### src/design/scog_pkg.sv
// ----------------------------------------------------------------------------
// scog_pkg
// Shared types and constants for the scrolling occupancy grid.
// ----------------------------------------------------------------------------
package scog_pkg;

  localparam int GRID_SIZE_DEF = 64;
  localparam int SIDE_W        = 9;
  localparam int CRD_W         = 10;
  localparam int CELL_W        = 8;
  localparam int CFG_IDX_W     = 2;
  localparam int CFG_DATA_W    = 8;

  typedef enum logic [1:0] {
    CMD_WRITE = 2'd0,
    CMD_READ  = 2'd1,
    CMD_SHIFT = 2'd2,
    CMD_MARK  = 2'd3
  } cmd_t;

  typedef enum logic [CFG_IDX_W-1:0] {
    CFG_GRID_SIZE = 2'd0,
    CFG_HIT_HALF  = 2'd1,
    CFG_EMPTY     = 2'd2,
    CFG_OBSTACLE  = 2'd3
  } cfg_idx_t;

  typedef enum logic [1:0] {
    WK_NONE  = 2'd0,
    WK_CLR   = 2'd1,
    WK_SHIFT = 2'd2,
    WK_MARK  = 2'd3
  } wk_mode_t;

  typedef enum logic [1:0] {
    WR_NONE  = 2'd0,
    WR_CLEAR = 2'd1,
    WR_SHIFT = 2'd2,
    WR_MARK  = 2'd3
  } wr_sel_t;

  typedef struct packed {
    logic     accept;
    wk_mode_t wk_mode;
    logic     wk_step;
    wr_sel_t  wr_sel;
    logic     sh_read;
    logic     out_load;
  } ctl_cmd_t;

  typedef struct packed {
    logic wk_last;
    logic wk_empty;
    logic out_free;
  } ctl_sts_t;

endpackage

### src/design/scog_ctrl.sv
// ----------------------------------------------------------------------------
// scog_ctrl
// Command sequencer: clear pass, request accept, shift and mark walks.
// ----------------------------------------------------------------------------
module scog_ctrl (
  input  logic               clk,
  input  logic               rst_n,
  input  logic               in_valid,
  input  logic [1:0]         in_cmd,
  output logic               in_stall,
  output scog_pkg::ctl_cmd_t ctl,
  input  scog_pkg::ctl_sts_t sts
);
  import scog_pkg::*;

  typedef enum logic [3:0] {
    S_INIT, S_CLR, S_IDLE, S_SH_LD, S_SH_RD, S_SH_WR, S_MK_LD, S_MK, S_EMIT
  } state_t;

  state_t state_r, state_nxt;

  always_ff @(posedge clk) begin
    if (!rst_n) begin
      state_r <= S_INIT;
    end else begin
      state_r <= state_nxt;
    end
  end

  assign in_stall = (state_r != S_IDLE);

  always_comb begin
    state_nxt = state_r;
    ctl       = '0;
    case (state_r)
      S_INIT: begin
        ctl.wk_mode = WK_CLR;
        state_nxt   = S_CLR;
      end
      S_CLR: begin
        ctl.wr_sel  = WR_CLEAR;
        ctl.wk_step = 1'b1;
        if (sts.wk_last) state_nxt = S_IDLE;
      end
      S_IDLE: begin
        if (in_valid) begin
          ctl.accept = 1'b1;
          case (cmd_t'(in_cmd))
            CMD_SHIFT: state_nxt = S_SH_LD;
            CMD_MARK:  state_nxt = S_MK_LD;
            default:   state_nxt = S_EMIT;
          endcase
        end
      end
      S_SH_LD: begin
        ctl.wk_mode = WK_SHIFT;
        state_nxt   = S_SH_RD;
      end
      S_SH_RD: begin
        if (sts.wk_empty) begin
          state_nxt = S_EMIT;
        end else begin
          ctl.sh_read = 1'b1;
          state_nxt   = S_SH_WR;
        end
      end
      S_SH_WR: begin
        ctl.wr_sel  = WR_SHIFT;
        ctl.wk_step = 1'b1;
        state_nxt   = sts.wk_last ? S_EMIT : S_SH_RD;
      end
      S_MK_LD: begin
        ctl.wk_mode = WK_MARK;
        state_nxt   = S_MK;
      end
      S_MK: begin
        if (sts.wk_empty) begin
          state_nxt = S_EMIT;
        end else begin
          ctl.wr_sel  = WR_MARK;
          ctl.wk_step = 1'b1;
          if (sts.wk_last) state_nxt = S_EMIT;
        end
      end
      S_EMIT: begin
        if (sts.out_free) begin
          ctl.out_load = 1'b1;
          state_nxt    = S_IDLE;
        end
      end
      default: state_nxt = S_INIT;
    endcase
  end

endmodule
### config.mk
export PLATFORM = sky130hd
export DESIGN_NAME = scog_ctrl
export DESIGN_NICKNAME = d
export VERILOG_FILES = /design/src/design/scog_pkg.sv /design/src/design/scog_ctrl.sv
export SDC_FILE = /design/constraint.sdc
export NUM_CORES = 1
export LEC_CHECK = 0
export ABC_CLOCK_PERIOD_IN_PS = 1300
export BUFFER_PORTS_ARGS = -buffer_cell sky130_fd_sc_hd__buf_2
export CAP_MARGIN = 10
export CORE_AREA = 2 2 39 41
export CTS_CLUSTER_DIAMETER = 50
export CTS_CLUSTER_SIZE = 20
export DETAILED_ROUTE_END_ITERATION = 10
export DIE_AREA = 0 0 41 43
export PLACE_DENSITY = 0.64
export SLEW_MARGIN = 20
export SYNTH_ARGS = -nofsm -noshare
export SYNTH_HDL_FRONTEND = slang
export SYNTH_SLANG_ARGS = --single-unit
### constraint.sdc
create_clock -name clk -period 1.3 [get_ports clk]
set_input_delay 0.065 -clock clk [delete_from_list [all_inputs] [get_ports clk]]
set_output_delay 0.065 -clock clk [all_outputs]
set_load 0.02 [all_outputs]
# --- Word-level counts from Yosys, hierarchy flattened ---
# Index checks and enable logic that the tools add are counted.
word_totals:
  regBits: 4
  input_bits: 8
  output_inout_bits: 9
  wordCells: 36
op_classes:
  eq_ne: 15
  muxes: 18
  n_reduce_logical: 2
ops:
  columns: ["op", "n"]
  rows:
  - ["$pmux W4 S9", 1]
  - ["$mux W4", 7]
  - ["$eq A4 B3 Y1 const B", 4]
  - ["$pmux W3 S3", 1]
  - ["$eq A4 B2 Y1 const B", 2]
  - ["$pmux W4 S2", 1]
  - ["$mux W1", 6]
  - ["$ne A2 B2 Y1 const B", 3]
  - ["$pmux W2 S3", 1]
  - ["$eq A2 B2 Y1 const B", 2]
  - ["$eq A4 B1 Y1 const B", 1]
  - ["$eq A4 B4 Y1 const B", 1]
  - ["$logic_not A4 Y1", 1]
  - ["$ne A4 B2 Y1 const B", 1]
  - ["$reduce_and A4 Y1", 1]
  - ["$mux W3", 1]
  - ["$ne A3 B3 Y1 const B", 1]

# --- Longest topological paths before layout ---
# Gate-level depths: netlist (run 1).
logic_depth:
  word_depth: 4
  mapped_depth: 5
  mapped_depth_nobuf: 4

# --- Least setup slack after synthesis (run 1) ---
# OpenSTA, ideal clock, no wires.
synth_path:
  path_type: "flip-flop to output port"
  startpoint: "reg state_r[2]"
  endpoint: "out ctl[1] (netlist name)"
  arrival_time_ns: 1.291
  t_required_ns: 1.235
  setup_slack_ns: -0.056
  path_stages_with_launch: 4
  n_path_buf: 1
  path_cell_list: "dfxtp_1 -> buf_2 -> nand2b_1 -> nor4_1"
synth_lines:
  columns: ["element", "line", "rtl"]
  rows:
  - ["start, declared", "scog_ctrl.sv:20", "state_t state_r, state_nxt;"]
  - ["start signal, assigned", "scog_ctrl.sv:26", "state_r <= state_nxt;"]
  - ["end, declared", "scog_ctrl.sv:11", "output scog_pkg::ctl_cmd_t ctl,"]

# --- Worst setup path in the final report (run 1) ---
layout_path:
  startpoint: "reg state_r[1]"
  endpoint: "reg state_r[3]"
layout_via:
  elab_chain_len: 3
  word_cells_on_any_way: 15
  cone_classes: "eq/ne: 12; mux: 1; reduce/logical: 2"
layout_rtl:
  columns: ["element", "line", "rtl"]
  rows:
  - ["$eq A4 B3 Y1, or another cell as far along", "scog_ctrl.sv:35", "case (state_r)"]
  - ["$ne A3 B3 Y1 (no line) or $ne A2 B2 Y1 (tied branches)", null, null]
  - ["$reduce_and A4 Y1 (no line)", null, null]
# Several ways; a longest one is shown, not always the timed one.
# A chain may end at the register's enable or synchronous reset.

==> results.md, run 1 <==
- VDD IR max: 1024 uV
- Die Footprint: 0.001763 mm2
- H-tree depth: 1
- Reg2reg end: state_r[3]
- Initial antenna violation count: 0
- Synth Register Bits: 4
- Max FFs per register: 4
- Synth area leader: dfxtp_1
- Drt pass-1 iters: 4
- Total GRT Usage: 18.84%
- R2R cell count: 5
- Number of synthesized flops with an enable pin: 0
- Status: finished, violations left
- Setup TNS: -0.04690 ns
- Mean Syn Cell Area: 7.924 um2
- DR vias: 649
- Slowest CP cell: dfxtp_4
- Fin Clk Skew: 0.004642 ns
- Gr ovfl total: 0
- GPL Wtd Cong: 0.8184
- Top flop regs: state_r (4)
- CTS max path bufs: 2
- Die X: 41 um
- ANT nets after route: 0
- Synthesis warning total: 0
- Initial drt markers: 19
- Rows: 14
- Clk_lat worst skew: 0.24 ns
- Final Max Slew Viols: 0
- Asr flop ratio synth: 0%
- Vias per cell: 5.847
- Reg clk slew, reported paths: 0.04 ns
- Post-placement cell count: 100
- Top reg by flops: state_r
- Dpl hpwl: 988 um
- Port-buffer cells: 16
- Worst r2r src: state_r[1]
- Hold depth: 3
- Pwr Density: 2148 mW/mm2
- Io pins: 17
- Relative slew slack: 80.95%
- Total CTS buffers: 3
- Min setup slack post-route: -0.03313 ns
- Worst Tran Pin Value: 0.2850 ns
- FMAX: 0.7501 GHz
- Synthesized area: 499.2 um2
- Worst setup SP type: register
- Die Span Y: 43 um
- Initial core utilization: 36.08%
- Minimum clock period: 1.333 ns
- Fin area: 849.6 um2
- Fill cells: 128
- Post-synthesis sequential area ratio: 16.04%
- Post-synth top area share: 16.04%
- Worst hold endpoint: state_r[3]
- Cells after Synth: 63
- Fin cells: 111
- Static Leakage: 0.3867 nW
- Clock sinks: 4
- Top cells by area, synth: dfxtp_1, and3_1, nor3b_2
- First-pass GRT wire length: 2277 um
- Unique masters post-synth: 36
- Crit path kind: register to register
- Synth Net Count: 71
- CP max FO: 6
- Commonest register cell after synthesis: dfxtp_1
- Pin count of the biggest net entering global routing: 11
- Root buf cell: clkbuf_4
- Most Frequent Cell on Critical Path: buf_6
- Share of post-route cells with drive strength above 1: 65.26%
- Most instantiated cells after synthesis: and3_1, dfxtp_1, inv_1, nand2_1
- Hold Path Class: input pin to register
- Post-DP Area: 640.6 um2
- Nets@finish: 105
- Period utilization: 102.5%
- RSZ-0062 raised after global routing: yes
- Crit. End Element: register
- Fin. Hold Viols: 0
- Crit path DAT: 1.45 ns
- Slowest cell delay on critical path: 0.36 ns
- P&R area growth vs syn: 70.18%
- WP data required: 1.42 ns
- Wire per inst: 14.79 um
- CTS tree: done
- Antenna cells: 0
- Crit-path cells: buf_6 > buf_6 > o211a_1 > o311ai_2 > o21ai_1
- Failing checks: negative setup slack
- Hold_ws: 0.1283 ns
- Vias in the first global route: 524
- WL final: 1642 um
- R2R setup slack: -0.03 ns
- Hold Crit Start: sts[0]
- Area of the core: 0.001384 mm2
- Maxcap violations: 0
- Setup-failing EPs final: 3
- DRC Markers: 0
==> critical path, delay by kind of cell (launching register included) <==
family                 cells  cell delay, ns
DFF                        1            0.36
AOI/OAI and AO/OA          3            0.60
buffers and inverters      2            0.26
==> area by class of cell <==
type / count / area [um2] / area share [%]
multi-input cells: 50 / 434.2 / 51.10
inverters: 4 / 15.01 / 1.767
clock buffers: 3 / 22.52 / 2.651
repair buffers: 34 / 262.8 / 30.93
flip-flops and latches: 4 / 95.09 / 11.19
well taps: 16 / 20.02 / 2.356
==> what timing repair did <==
action | 4_1_cts | 5_1_grt
gates resized for setup | 17 | 25
setup endpoints to repair | 10 | 12
pin swaps | 0 | 10
gates cloned | 0 | 0
buffers inserted | 1 | 7
hold buffers | 0 | 0
==> through the flow <==
stage	utilization [%]	worst slack (ns)	power, mW
2_1_floorplan	-	0.1486	0.9368
3_3_place_gp	46.29	-0.04144	1.201
3_5_place_dp	46.29	-0.009597	1.196
4_1_cts	51.90	-0.004347	1.475
5_1_grt	61.39	-0.06796	1.952
6_report	61.39	-0.03313	1.825
==> metal layers <==
metal	vias up	track usage, %	part of all wire [%]
li1	299	-	-
met1	308	23.64	40
met2	35	28.75	53
met3	7	3.665	5.0
met4	0	10.00	2.2
met5	-	0	0
==> worst max path at each step <==
stage / startpoint / to / slack [ns] / depth (start not counted)
3_5_place_dp: state_r[3] / state_r[1] / -0.01 / 4
6_report: state_r[1] / state_r[3] / -0.03 / 5
3_3_place_gp: state_r[3] / state_r[1] / -0.04 / 4
2_1_floorplan: state_r[3] / state_r[1] / 0.15 / 5
5_1_grt: state_r[1] / state_r[3] / -0.07 / 5
4_1_cts: state_r[1] / ctl[2] / -0.004 / 5
==> power breakdown <==
group | internal [mW] | switching, mW | total [mW]
clock | 0.104 | 0.0556 | 0.159
combinational | 0.718 | 0.673 | 1.39
sequential | 0.189 | 0.0869 | 0.276
total | 1.01 | 0.815 | 1.83
==> logic make-up (layout without fill, tap and decap cells) <==
kind of cell,Yosys count,count (layout),share of synthesized area [%]
flops,4,4,16.04
buf+inv,9,41,11.03
compound gates,19,19,27.82
simple gates,30,30,43.36
xor+xnor,1,1,1.755
==> cell usage in the layout (no fill, tap or decap), types with 2 or more instances in the layout <==
master      n
a21oi_2     2
and3_1      3
and3b_1     2
buf_2       9
buf_4      17
buf_6       8
clkbuf_4    3
dfxtp_4     4
inv_1       3
nand2_1     3
nor2_2      2
nor2_4      2
nor2b_4     2
nor3b_2     2
o2111ai_1   2
o21ai_0     3
o21ai_1     2
Power figures use the tool's default switching activity.
==> inputs of run 2 (changes only) <==
- CORE_AREA: 2 2 39 41 -> 10 10 47 49
- DIE_AREA: 0 0 41 43 -> 0 0 57 59
==> run 2 against run 1 <==
  * The flow still finishes with violations (negative setup slack)
  * Die area is 91% higher
  * Combinational power is 4% higher
  * Global-route usage is 9.2 points lower
  * Clock skew is 0.0013 ns higher
  * Flip-flop and latch count stayed put
  * Non-clock buffer count is 1 higher
  * Core utilization is 0.41 points lower
  * Critical endpoint is now ctl[2]
  * Largest cell class unchanged
==> results.md, run 2 (synthesis gave the netlist of run 1 again) <==
- Vias in the first global route: 592 (+13%)
- Maxcap violations: 0 (unchanged)
- WP data required: 1.24 ns (-0.18 ns)
- Max FFs per register: 4 (unchanged)
- Die X: 57 um (+39%)
- Fin Clk Skew: 0.005929 ns (+0.001287 ns)
- Slowest cell delay on critical path: 0.39 ns (+0.03 ns)
- P&R area growth vs syn: 71.18%
- Die Span Y: 59 um (+37%)
- Crit. End Element: output pin
- Cell family with most CP delay: flip-flops
- R2R cell count: 5 (unchanged)
- Post-placement setup slack: -0.08190 ns (-0.07230 ns)
- DRC Markers: 0 (unchanged)
- Fin. Hold Viols: 0 (unchanged)
- ANT nets after route: 0 (unchanged)
- Port-buffer cells: 16 (unchanged)
- CTS max path bufs: 2 (unchanged)
- Setup TNS: -0.01636 ns (+0.03055 ns)
- CP max FO: 8 (+2)
- Dpl hpwl: 1183 um (+20%)
- Root buf cell: clkbuf_4
- Initial core utilization: 35.63% (-0.45 points)
- Pin count of the biggest net entering global routing: 10 (-1)
- Period utilization: 100.7% (-1.8 points)
- Total GRT Usage: 9.645% (-9.2 points)
- Total Power: 1.896 mW (+3.9%)
- Worst Tran Pin Value: 0.2563 ns (-0.02865 ns)
- Top flop regs: state_r (4)
- Post-layout util: 60.98% (-0.41 points)
- Fin area: 854.6 um2 (+0.59%)
- Gr ovfl total: 0 (unchanged)
- R2R setup slack: 0.02 ns (+0.05 ns)
- WL final: 1693 um (+3.1%)
- Crit path DAT: 1.24 ns (-0.21 ns)
- Worst setup SP type: register
- Crit-path cells: and3b_4 > buf_6 > nor2_2 > nor2_1 > buf_4
- Post-placement cell count: 101 (+1.0%)
- Worst r2r src: state_r[2]
- Relative slew slack: 82.88% (+1.9 points)
- Levels on crit path: 5 (unchanged)
- Crit path from: state_r[2]
- H-tree depth: 1 (unchanged)
- Reg2reg end: state_r[1]
- Hold Path Class: input pin to register
- Static Leakage: 0.3917 nW (+1.3%)
- Post-DP Area: 660.6 um2 (+3.1%)
- Slowest CP cell: dfxtp_4
- Top reg by flops: state_r
- Failing checks: negative setup slack
- Crit path kind: register to output pin
- Vias per cell: 5.429 (-7.2%)
- Drt pass-1 iters: 4 (unchanged)
- FMAX: 0.7637 GHz (+1.8%)
- Wire per inst: 15.12 um (+2.2%)
- Minimum clock period: 1.309 ns (-0.02368 ns)
- Fin cells: 112 (+0.90%)
- CTS Hold Bufs: 0 (unchanged)
- Initial drt markers: 7 (-12)
- Share of post-route cells with drive strength above 1: 61.46% (-3.8 points)
- Clk_lat worst skew: 0.24 ns (about the same)
- GPL Wtd Cong: 0.8928 (+9.1%)
- Reg clk slew, reported paths: 0.04 ns (about the same)
- Total CTS buffers: 3 (unchanged)
- CTS tree: done
- Pwr Density: 2219 mW/mm2 (+3.3%)
- Min setup slack post-route: -0.009449 ns (+0.02368 ns)
- Setup-failing EPs final: 3 (unchanged)
- Area of the core: 0.001401 mm2 (+1.3%)
- Worst Path Buf+Inv: 2 (unchanged)
- Status: finished, violations left
- Antenna cells: 0 (unchanged)
- Die Footprint: 0.003363 mm2 (+91%)
- Most common cell after layout, fill and taps aside: buf_4
- Final Max Slew Viols: 0 (unchanged)
- Nets@finish: 106 (+0.95%)
- End of the critical path: ctl[2]
- DR vias: 608 (-6.3%)
- Hold_ws: 0.1239 ns (-0.004409 ns)
- Clock sinks: 4 (unchanged)
- Rows: 14 (unchanged)
- Io pins: 17 (unchanged)
- Most frequent cells in the layout: buf_4, buf_2, buf_6
- VDD IR max: 1583 uV (+55%)
- Initial antenna violation count: 0 (unchanged)
- First-pass GRT wire length: 2635 um (+16%)
- RSZ-0062 raised after global routing: yes
==> run 2: cell count changes in the layout (fill, tap and decap cells not counted), sizes merged <==
cell  delta
buf      +1
==> run 2: layer usage <==
layer  part of all wire (%)  track usage, %  wire length (um)
met2                     49           16.28               836
met4                    2.9           4.027                49
met1                     43           10.60               722
met3                    5.0           3.648                85
met5                      0               0                 0
==> run 2: final cells by class <==
type / count / area [um2]
flip-flops and latches: 4 / 95.09
clock buffers: 3 / 22.52
fillers: 132 / 546.8
multi-input cells: 50 / 420.4
well taps: 16 / 20.02
repair buffers: 35 / 281.5
inverters: 4 / 15.01
==> run 2: worst min-delay path by stage <==
| stage | startpoint | endpoint | slack, ns | depth (start not counted) |
|---|---|---|---|---|
| global placement | rst_n | state_r[2] | 0.37 | 3 |
| global route | rst_n | state_r[0] | 0.15 | 2 |
| floorplan | sts[1] | ctl[1] | 0.18 | 1 |
| finish | rst_n | state_r[3] | 0.12 | 3 |
| detailed placement | rst_n | state_r[2] | 0.38 | 3 |
| CTS | rst_n | state_r[2] | 0.11 | 3 |
==> run 2: what timing repair did <==
item                                    4_1_cts  5_1_grt
resized for setup                            21       15
pin swaps                                     2        7
endpoints found under the setup margin       11       10
setup buffers                                 0        8
==> run 2: worst min-delay path, stage by stage <==
cell,delay [ns]
buf_2,0.14
nand2_1,0.07
o21ai_1,0.05
==> run 2: power breakdown <==
| part | leakage [nW] | switching [mW] | internal, mW |
|---|---|---|---|
| Sequential | 0.0356 | 0.0918 | 0.189 |
| Combinational | 0.342 | 0.677 | 0.774 |
| Clock | 0.0138 | 0.0602 | 0.104 |
| Total | 0.392 | 0.829 | 1.07 |
